File: config.mk
export PLATFORM = sky130hd
export DESIGN_NAME = postfix_stack_evaluator_flat
export DESIGN_NICKNAME = d
export VERILOG_FILES = /design/src/sv/psev_pkg.sv /design/src/sv/psev_tok_if.sv /design/src/sv/psev_res_if.sv /design/src/sv/psev_ram.sv /design/src/sv/psev_div.sv /design/src/sv/postfix_stack_evaluator.sv /design/src/flat_wrapper.sv
export SDC_FILE = /design/constraint.sdc
export NUM_CORES = 2
export LEC_CHECK = 0
export ABC_AREA = 1
export BUFFER_PORTS_ARGS = -buffer_cell sky130_fd_sc_hd__buf_2
export CAP_MARGIN = 25
export CORE_MARGIN = 4
export CORE_UTILIZATION = 60
export CTS_CLUSTER_SIZE = 24
export DETAILED_ROUTE_END_ITERATION = 6
export PLACE_DENSITY = 0.76
export RECOVER_POWER = 50
export SETUP_SLACK_MARGIN = 0.4
export SLEW_MARGIN = 20
export SYNTH_ARGS = -nofsm -noshare
export SYNTH_HDL_FRONTEND = slang
export SYNTH_HIERARCHICAL = 1
export SYNTH_SLANG_ARGS = --single-unit
File: constraint.sdc
create_clock -name clk -period 19.2 [get_ports clk]
set_input_delay 3.84 -clock clk [delete_from_list [all_inputs] [get_ports clk]]
set_output_delay 3.84 -clock clk [all_outputs]
set_load 0.005 [all_outputs]
File: src/sv/psev_pkg.sv
// Shared word widths, token opcodes and result status codes for the postfix evaluator.
package psev_pkg;

  localparam int WORD_W   = 32;
  localparam int OPND_W   = 31;
  localparam int OP_W     = 3;
  localparam int STATUS_W = 3;

  localparam logic [OP_W-1:0] OP_PUSH = 3'd0;
  localparam logic [OP_W-1:0] OP_ADD  = 3'd1;
  localparam logic [OP_W-1:0] OP_SUB  = 3'd2;
  localparam logic [OP_W-1:0] OP_MUL  = 3'd3;
  localparam logic [OP_W-1:0] OP_DIV  = 3'd4;

  localparam logic [STATUS_W-1:0] ST_OK        = 3'd0;
  localparam logic [STATUS_W-1:0] ST_UNDERFLOW = 3'd1;
  localparam logic [STATUS_W-1:0] ST_OVERFLOW  = 3'd2;
  localparam logic [STATUS_W-1:0] ST_DIVZERO   = 3'd3;
  localparam logic [STATUS_W-1:0] ST_EMPTY_END = 3'd4;

endpackage

File: src/sv/psev_tok_if.sv
// Token channel: valid/ready handshake carrying one postfix token per beat.
interface psev_tok_if;
  import psev_pkg::*;

  logic              valid;
  logic              ready;
  logic [OP_W-1:0]   opcode;
  logic [OPND_W-1:0] operand_value;
  logic              last_token;

  modport source (output valid, output opcode, output operand_value, output last_token,
                  input ready);
  modport sink   (input valid, input opcode, input operand_value, input last_token,
                  output ready);
endinterface

File: src/sv/psev_res_if.sv
// Result channel: valid/ready handshake carrying one step result per beat.
interface psev_res_if #(
  parameter int DEPTH_W = 5
);
  import psev_pkg::*;

  logic                       valid;
  logic                       ready;
  logic signed [WORD_W-1:0]   top_value;
  logic [STATUS_W-1:0]        status;
  logic                       is_final;
  logic [DEPTH_W-1:0]         stack_depth;

  modport source (output valid, output top_value, output status, output is_final,
                  output stack_depth, input ready);
  modport sink   (input valid, input top_value, input status, input is_final,
                  input stack_depth, output ready);
endinterface

File: src/sv/psev_ram.sv
// Generic single-write, single-read RAM with registered read data.
module psev_ram #(
  parameter int WIDTH = 32,
  parameter int DEPTH = 16
) (
  input  logic                     clk,
  input  logic                     we,
  input  logic [$clog2(DEPTH)-1:0] waddr,
  input  logic [WIDTH-1:0]         wdata,
  input  logic                     re,
  input  logic [$clog2(DEPTH)-1:0] raddr,
  output logic [WIDTH-1:0]         rdata
);

  logic [WIDTH-1:0] mem [DEPTH];

  always_ff @(posedge clk) begin
    if (we) begin
      mem[waddr] <= wdata;
    end
    if (re) begin
      rdata <= mem[raddr];
    end
  end

endmodule

File: src/sv/psev_div.sv
// Signed 32-bit divider, truncating toward zero, one restoring step per cycle.
module psev_div import psev_pkg::*; (
  input  logic              clk,
  input  logic              rst,
  input  logic              start,
  input  logic [WORD_W-1:0] num,
  input  logic [WORD_W-1:0] den,
  output logic              done,
  output logic [WORD_W-1:0] quo
);

  localparam int CNT_W = $clog2(WORD_W);

  logic              busy;
  logic [CNT_W-1:0]  cnt;
  logic [WORD_W-1:0] rem;
  logic [WORD_W-1:0] qsh;
  logic [WORD_W-1:0] dmag;
  logic              neg;

  logic [WORD_W:0] rem_sh;
  logic [WORD_W:0] diff;

  assign rem_sh = {rem, qsh[WORD_W-1]};
  assign diff   = rem_sh - {1'b0, dmag};
  // magnitude of the most negative numerator is 2^31, negated back it wraps as required
  assign quo    = neg ? (~qsh + WORD_W'(1)) : qsh;

  always_ff @(posedge clk) begin
    if (rst) begin
      busy <= 1'b0;
      done <= 1'b0;
      cnt  <= '0;
    end else begin
      done <= 1'b0;
      if (start) begin
        busy <= 1'b1;
        cnt  <= '0;
        rem  <= '0;
        qsh  <= num[WORD_W-1] ? (~num + WORD_W'(1)) : num;
        dmag <= den[WORD_W-1] ? (~den + WORD_W'(1)) : den;
        neg  <= num[WORD_W-1] ^ den[WORD_W-1];
      end else if (busy) begin
        if (!diff[WORD_W]) begin
          rem <= diff[WORD_W-1:0];
          qsh <= {qsh[WORD_W-2:0], 1'b1};
        end else begin
          rem <= rem_sh[WORD_W-1:0];
          qsh <= {qsh[WORD_W-2:0], 1'b0};
        end
        cnt <= cnt + CNT_W'(1);
        if (cnt == CNT_W'(WORD_W - 1)) begin
          busy <= 1'b0;
          done <= 1'b1;
        end
      end
    end
  end

endmodule

File: src/sv/postfix_stack_evaluator.sv
// Postfix evaluator top level: stack in RAM, top entry cached in a register.
//
//   channel  dir  handshake     payload
//   tok      in   valid/ready   opcode, operand_value, last_token
//   res      out  valid/ready   top_value, status, is_final, stack_depth
//
// Push, error and ignored tokens: accept, then result load.
// Add, subtract, multiply: accept + RAM read of second entry, execute, write back,
// result load. Divide: as these, with a wait on the 32-step divider after execute.
// One token is in flight at a time; tok.ready is low until its result is in the
// output register. A stalled res holds the finished result and the next token
// waits in the load state. Synchronous reset empties the stack at once.
module postfix_stack_evaluator import psev_pkg::*; #(
  parameter int STACK_DEPTH = 16
) (
  input  logic       clk,
  input  logic       rst,
  psev_tok_if.sink   tok,
  psev_res_if.source res
);

  localparam int AW = $clog2(STACK_DEPTH);
  localparam int PW = $clog2(STACK_DEPTH + 1);

  typedef enum logic [2:0] {S_IDLE, S_EXEC, S_DIV, S_WB, S_DONE} state_t;

  state_t              state;
  logic [PW-1:0]       sp;
  logic [WORD_W-1:0]   top_q;
  logic [OP_W-1:0]     op_q;
  logic                last_q;
  logic [WORD_W-1:0]   r_val;
  logic [WORD_W-1:0]   pend_top;
  logic [STATUS_W-1:0] pend_status;
  logic [PW-1:0]       pend_depth;

  logic                tok_fire;
  logic [PW-1:0]       sp_m2;
  logic [PW-1:0]       sp_m1;
  logic [WORD_W-1:0]   cur_top;
  logic                full;
  logic                push_we;
  logic                go_exec;
  logic [WORD_W-1:0]   imm_top;
  logic [STATUS_W-1:0] imm_status;
  logic [PW-1:0]       imm_depth;

  logic                ram_we;
  logic [AW-1:0]       ram_waddr;
  logic [WORD_W-1:0]   ram_wdata;
  logic [WORD_W-1:0]   ram_rdata;
  logic [WORD_W-1:0]   mul_lo;
  logic                div_start;
  logic                div_done;
  logic [WORD_W-1:0]   div_quo;

  assign tok.ready = (state == S_IDLE);
  assign tok_fire  = tok.valid && tok.ready;
  assign sp_m2     = sp - PW'(2);
  assign sp_m1     = sp - PW'(1);
  assign full      = (sp == PW'(STACK_DEPTH));
  assign cur_top   = (sp != '0) ? top_q : '0;
  assign mul_lo    = ram_rdata * top_q;
  assign div_start = (state == S_EXEC) && (op_q == OP_DIV);

  always_comb begin
    imm_status = ST_OK;
    imm_top    = cur_top;
    imm_depth  = sp;
    push_we    = 1'b0;
    go_exec    = 1'b0;
    case (tok.opcode)
      OP_PUSH: begin
        if (full) begin
          imm_status = ST_OVERFLOW;
        end else begin
          push_we   = 1'b1;
          imm_top   = {1'b0, tok.operand_value};
          imm_depth = sp + PW'(1);
        end
      end
      OP_ADD, OP_SUB, OP_MUL, OP_DIV: begin
        if (sp < PW'(2)) begin
          imm_status = ST_UNDERFLOW;
        end else if (tok.opcode == OP_DIV && top_q == '0) begin
          imm_status = ST_DIVZERO;
        end else begin
          go_exec = 1'b1;
        end
      end
      default: begin
      end
    endcase
    if (tok.last_token && imm_status == ST_OK && imm_depth == '0) begin
      imm_status = ST_EMPTY_END;
    end
  end

  // one write port: pushes from the accept cycle, operator results from write back
  assign ram_we    = (tok_fire && push_we) || (state == S_WB);
  assign ram_waddr = (state == S_WB) ? sp_m2[AW-1:0] : sp[AW-1:0];
  assign ram_wdata = (state == S_WB) ? r_val : {1'b0, tok.operand_value};

  psev_ram #(
    .WIDTH (WORD_W),
    .DEPTH (STACK_DEPTH)
  ) u_stack (
    .clk   (clk),
    .we    (ram_we),
    .waddr (ram_waddr),
    .wdata (ram_wdata),
    .re    (tok_fire && go_exec),
    .raddr (sp_m2[AW-1:0]),
    .rdata (ram_rdata)
  );

  psev_div u_div (
    .clk   (clk),
    .rst   (rst),
    .start (div_start),
    .num   (ram_rdata),
    .den   (top_q),
    .done  (div_done),
    .quo   (div_quo)
  );

  always_ff @(posedge clk) begin
    if (rst) begin
      state     <= S_IDLE;
      sp        <= '0;
      res.valid <= 1'b0;
    end else begin
      if (state == S_DONE && (!res.valid || res.ready)) begin
        res.valid <= 1'b1;
      end else if (res.valid && res.ready) begin
        res.valid <= 1'b0;
      end
      case (state)
        S_IDLE: begin
          if (tok_fire) begin
            op_q        <= tok.opcode;
            last_q      <= tok.last_token;
            pend_top    <= imm_top;
            pend_status <= imm_status;
            pend_depth  <= imm_depth;
            if (push_we) begin
              top_q <= {1'b0, tok.operand_value};
            end
            if (!go_exec && tok.last_token) begin
              sp <= '0;
            end else if (push_we) begin
              sp <= sp + PW'(1);
            end
            if (go_exec) begin
              state <= S_EXEC;
            end else begin
              state <= S_DONE;
            end
          end
        end
        S_EXEC: begin
          // ram_rdata is the second entry, top_q the top
          case (op_q)
            OP_ADD:  r_val <= ram_rdata + top_q;
            OP_SUB:  r_val <= ram_rdata - top_q;
            OP_MUL:  r_val <= mul_lo;
            default: r_val <= ram_rdata;
          endcase
          state <= (op_q == OP_DIV) ? S_DIV : S_WB;
        end
        S_DIV: begin
          if (div_done) begin
            r_val <= div_quo;
            state <= S_WB;
          end
        end
        S_WB: begin
          top_q       <= r_val;
          sp          <= last_q ? '0 : sp_m1;
          pend_top    <= r_val;
          pend_status <= ST_OK;
          pend_depth  <= sp_m1;
          state       <= S_DONE;
        end
        S_DONE: begin
          if (!res.valid || res.ready) begin
            res.top_value   <= pend_top;
            res.status      <= pend_status;
            res.is_final    <= last_q;
            res.stack_depth <= pend_depth;
            state           <= S_IDLE;
          end
        end
        default: state <= S_IDLE;
      endcase
    end
  end

  a_sp_bound: assert property (@(posedge clk) disable iff (rst)
    sp <= PW'(STACK_DEPTH))
    else $error("stack pointer beyond stack depth");

  a_div_done_state: assert property (@(posedge clk) disable iff (rst)
    div_done |-> state == S_DIV)
    else $error("divider finished outside divide wait");

  a_last_clears: assert property (@(posedge clk) disable iff (rst)
    (state == S_WB && last_q) |=> sp == '0)
    else $error("stack not cleared after final token");

  a_wb_depth: assert property (@(posedge clk) disable iff (rst)
    state == S_WB |-> sp >= PW'(2))
    else $error("operator write back with fewer than two entries");

endmodule
File: src/flat_wrapper.sv
// flat-port wrapper written by rule: the top's interface ports become plain ports
module postfix_stack_evaluator_flat import psev_pkg::*;
#(
  parameter int STACK_DEPTH = 16
)
  (clk, rst, tok_valid, tok_opcode, tok_operand_value, tok_last_token, tok_ready, res_valid, res_top_value, res_status, res_is_final, res_stack_depth, res_ready);
  psev_tok_if tok_i ();
  psev_res_if res_i ();
  input  logic clk;
  input  logic rst;
  input wire logic [$bits(tok_i.valid)-1:0] tok_valid;
  input wire logic [$bits(tok_i.opcode)-1:0] tok_opcode;
  input wire logic [$bits(tok_i.operand_value)-1:0] tok_operand_value;
  input wire logic [$bits(tok_i.last_token)-1:0] tok_last_token;
  output wire logic [$bits(tok_i.ready)-1:0] tok_ready;
  output wire logic [$bits(res_i.valid)-1:0] res_valid;
  output wire logic [$bits(res_i.top_value)-1:0] res_top_value;
  output wire logic [$bits(res_i.status)-1:0] res_status;
  output wire logic [$bits(res_i.is_final)-1:0] res_is_final;
  output wire logic [$bits(res_i.stack_depth)-1:0] res_stack_depth;
  input wire logic [$bits(res_i.ready)-1:0] res_ready;
  assign tok_i.valid = tok_valid;
  assign tok_i.opcode = tok_opcode;
  assign tok_i.operand_value = tok_operand_value;
  assign tok_i.last_token = tok_last_token;
  assign tok_ready = tok_i.ready;
  assign res_valid = res_i.valid;
  assign res_top_value = res_i.top_value;
  assign res_status = res_i.status;
  assign res_is_final = res_i.is_final;
  assign res_stack_depth = res_i.stack_depth;
  assign res_i.ready = res_ready;
  postfix_stack_evaluator #(.STACK_DEPTH(STACK_DEPTH)) u_core (.clk(clk), .rst(rst), .tok(tok_i), .res(res_i));
endmodule
==> metrics.cfg <==
[outcome]
status=finished, violations left
violations=capacitance limit, slew limit

[sta]
timing.final.max_slew_violations=428
clock_skew_ns=0.0448
rsz0062_at_grt=no
hold_viol_final=0
slew_headroom_pct=-162
worst_pin_slew_ns=3.93
min_period_over_period_pct=47.4
hold_slack_ns=0.418
fmax_mhz=110
setup_tns_ns=0
min_period_ns=9.11
finalSetupViolations=0

[logic_synthesis]
synth_top_cell_by_area=edfxtp_1
yosysWarningCount=6
ys_top_cells_by_area=edfxtp_1 40%, fa_1 14%, nand2_1 12%, inv_1 10%, nand3_1 4.9%
synth_cell_types=71
netlist.area_leader.share_pct=40.0
ys.flop_type=edfxtp_1
synthArstFlopShare_pct=0
synth.ff_latch_count=806
ys_seq_area_share_pct=40.6
synth_nets=7666
syn_area_per_cell_um2=8.45
synth_cells=7019
synth_enable_flop_cells=790
syn-cell-area_mm2=0.0593

[worst_setup_path]
r2r-end=u_core/r_val[27]
cp.depth=29
critPathMostFrequentCell=inv_1
path_class=reg2reg
crit_arrival_ns=9.46
cp_slowest_cell=clkbuf_1
r2r-start=u_core/u_stack/rdata[4]
r2r_cells=29
critPathCaptureType=register
required_ns=19.55
path_buf_inv=10
crit_path_max_incr_delay_ns=1.79
cp_max_fo=33
critPathLaunchType=register
r2r_slack_ns=10.09
crit_family=adder cells

[final_layout]
ff_latch_area_mm2=0.0240
multiInputGateArea_mm2=0.0277
fillCellCount=8031
nets=7675
syn_to_final_growth_pct=7.33
mostFrequentLayoutCell=nand2_1
drive_gt1_share_pct=5.52
layout_common_cells=1960 x nand2_1, 1604 x inv_1, 790 x edfxtp_1

[placement]
io_buffers=81
dp.final_hpwl_um=120000
routabilityCongestion=0.992

[floorplanning]
placementRows=115
fp.dieW_um=322
ioPinCount=82
die-area_mm2=0.104
coreArea_mm2=0.0981
start_util_pct=60.4
die_height_um=322

[cts]
htreeDepth=3
path_clk_slew_ns=0.06
cts_made_buffers=84
cts_tree=built
ctsRootBufferMaster=clkbuf_16
cts-hold-fix-buffers=0
clk_latency_ns=0.68
cts.sinks=806
cts.repair.resized=0
max-clock-path-buffers=3
post_cts.repair.setup_buffers=0

[routing]
drtAntennaViolNets=0
drc_errors=0
drtIter0Drc=5327
routedWlPerCell_um=21.1
vias=47397
dr.pass1.iters=7
vias_per_cell=5.65
finalWirelength_um=177000

[global_route]
grt_pass1_vias=46729
globalRouteOverflowTotal=0
antenna_found_initial=3
grt_pass1_wl_um=271000
grt_max_degree=154
track_usage_pct=34.4

[worst_hold_path]
worst_hold_path_type=reg2reg
min_from=u_core/pend_status[1]
hold_depth=0
whs_endpoint=u_core/res.status[1]

[job]
max_cap_viol_count=12

cell usage after synthesis, types with 10 or more instances:
master and number:
nand4_1 36, dfxtp_1 16, buf_6 42, a21oi_1 177, xnor2_1 37, or2_2 13
nand3b_1 20, nand2_1 1953, nor2_1 329, o21ai_0 192, buf_1 41, o311ai_0 29
nor4_1 10, edfxtp_1 790, ha_1 198, nand2_2 17, buf_4 17, buf_2 68
a31oi_1 26, inv_1 1610, clkbuf_1 125, xor2_1 114, a21o_1 11, nor3_1 39
nand3_1 577, o21ai_1 12, fa_1 410
how the worst max path moves through the flow:
stage,start,end
4_1_cts,u_core/u_stack/rdata[16],u_core/r_val[27]
2_1_floorplan,rst,u_core/res.is_final
3_3_place_gp,u_core/u_stack/rdata[16],u_core/r_val[27]
6_report,u_core/u_stack/rdata[4],u_core/r_val[27]
5_1_grt,u_core/u_stack/rdata[4],u_core/r_val[27]
3_5_place_dp,u_core/u_stack/rdata[16],u_core/r_val[27]
worst reg2reg max path: cells and delay by family (launching register included):
| family | cells | cell delay [ns] |
|---|---|---|
| buf+inv | 10 | 2.45 |
| flops | 1 | 0.32 |
| simple gates | 3 | 0.41 |
| compound gates | 7 | 1.53 |
| fa+ha+maj | 9 | 4.10 |
cell families after synthesis:
logic type               Yosys count  synth area share (%)
flip-flops                       806                  40.6
XOR/XNOR                         151                  2.23
AO/OA/AOI/OAI                    503                  4.86
adder cells (fa/ha/maj)          608                  18.0
buffers and inverters           1914                  13.0
AND/OR/NAND/NOR                 3037                  21.4
metal layers:
metal	wire length [um]	up-vias	share of wire (%)	global-route usage, %
met3	19700	542	11	7.08
met4	8940	2	5.1	14.6
met2	81000	2645	46	55.5
met1	67000	22487	38	45.6
met5	13	-	0.0074	0
li1	-	21721	-	-
flip-flops by register name, summed over array words and instances, names as in the netlist, 5 cells and up:
name,flops
u_core/u_div/rem,32
u_core/u_div/dmag,32
u_core/top_q,32
u_core/pend_top,32
u_core/pend_depth,5
u_core/u_stack/rdata,32
u_core/u_div/cnt,5
u_core/sp,5
u_core/res.top_value,32
u_core/res.stack_depth,5
u_core/u_div/qsh,32
u_core/r_val,32
u_core/u_stack/mem,512
metrics by stage:
| step | instances | area (um2) | worst slack, ns | utilization, % |
|---|---|---|---|---|
| detailed placement | 8228 | 61100 | 11.21 | 62.3 |
| global placement | 8219 | 60900 | 11.25 | 62.0 |
| finish | 8386 | 63600 | 10.09 | 64.8 |
| CTS | 8384 | 63800 | 11.15 | 65.1 |
| global route | 8385 | 63600 | 9.66 | 64.8 |
| floorplan | 7019 | 59300 | 11.87 | - |
layout make-up:
type / count / area share, %
multi-input cells: 4299 / 43.5
flip-flops and latches: 806 / 37.8
inverters: 1618 / 9.57
clock buffers: 98 / 3.44
well taps: 1287 / 2.53
repair buffers: 219 / 2.28
clock inverters: 58 / 0.893
diodes: 1 / 0.00393
Power is left out: the tool's default activity adds up to more than one toggle a clock period on the data nets, which glitch-free logic cannot reach.
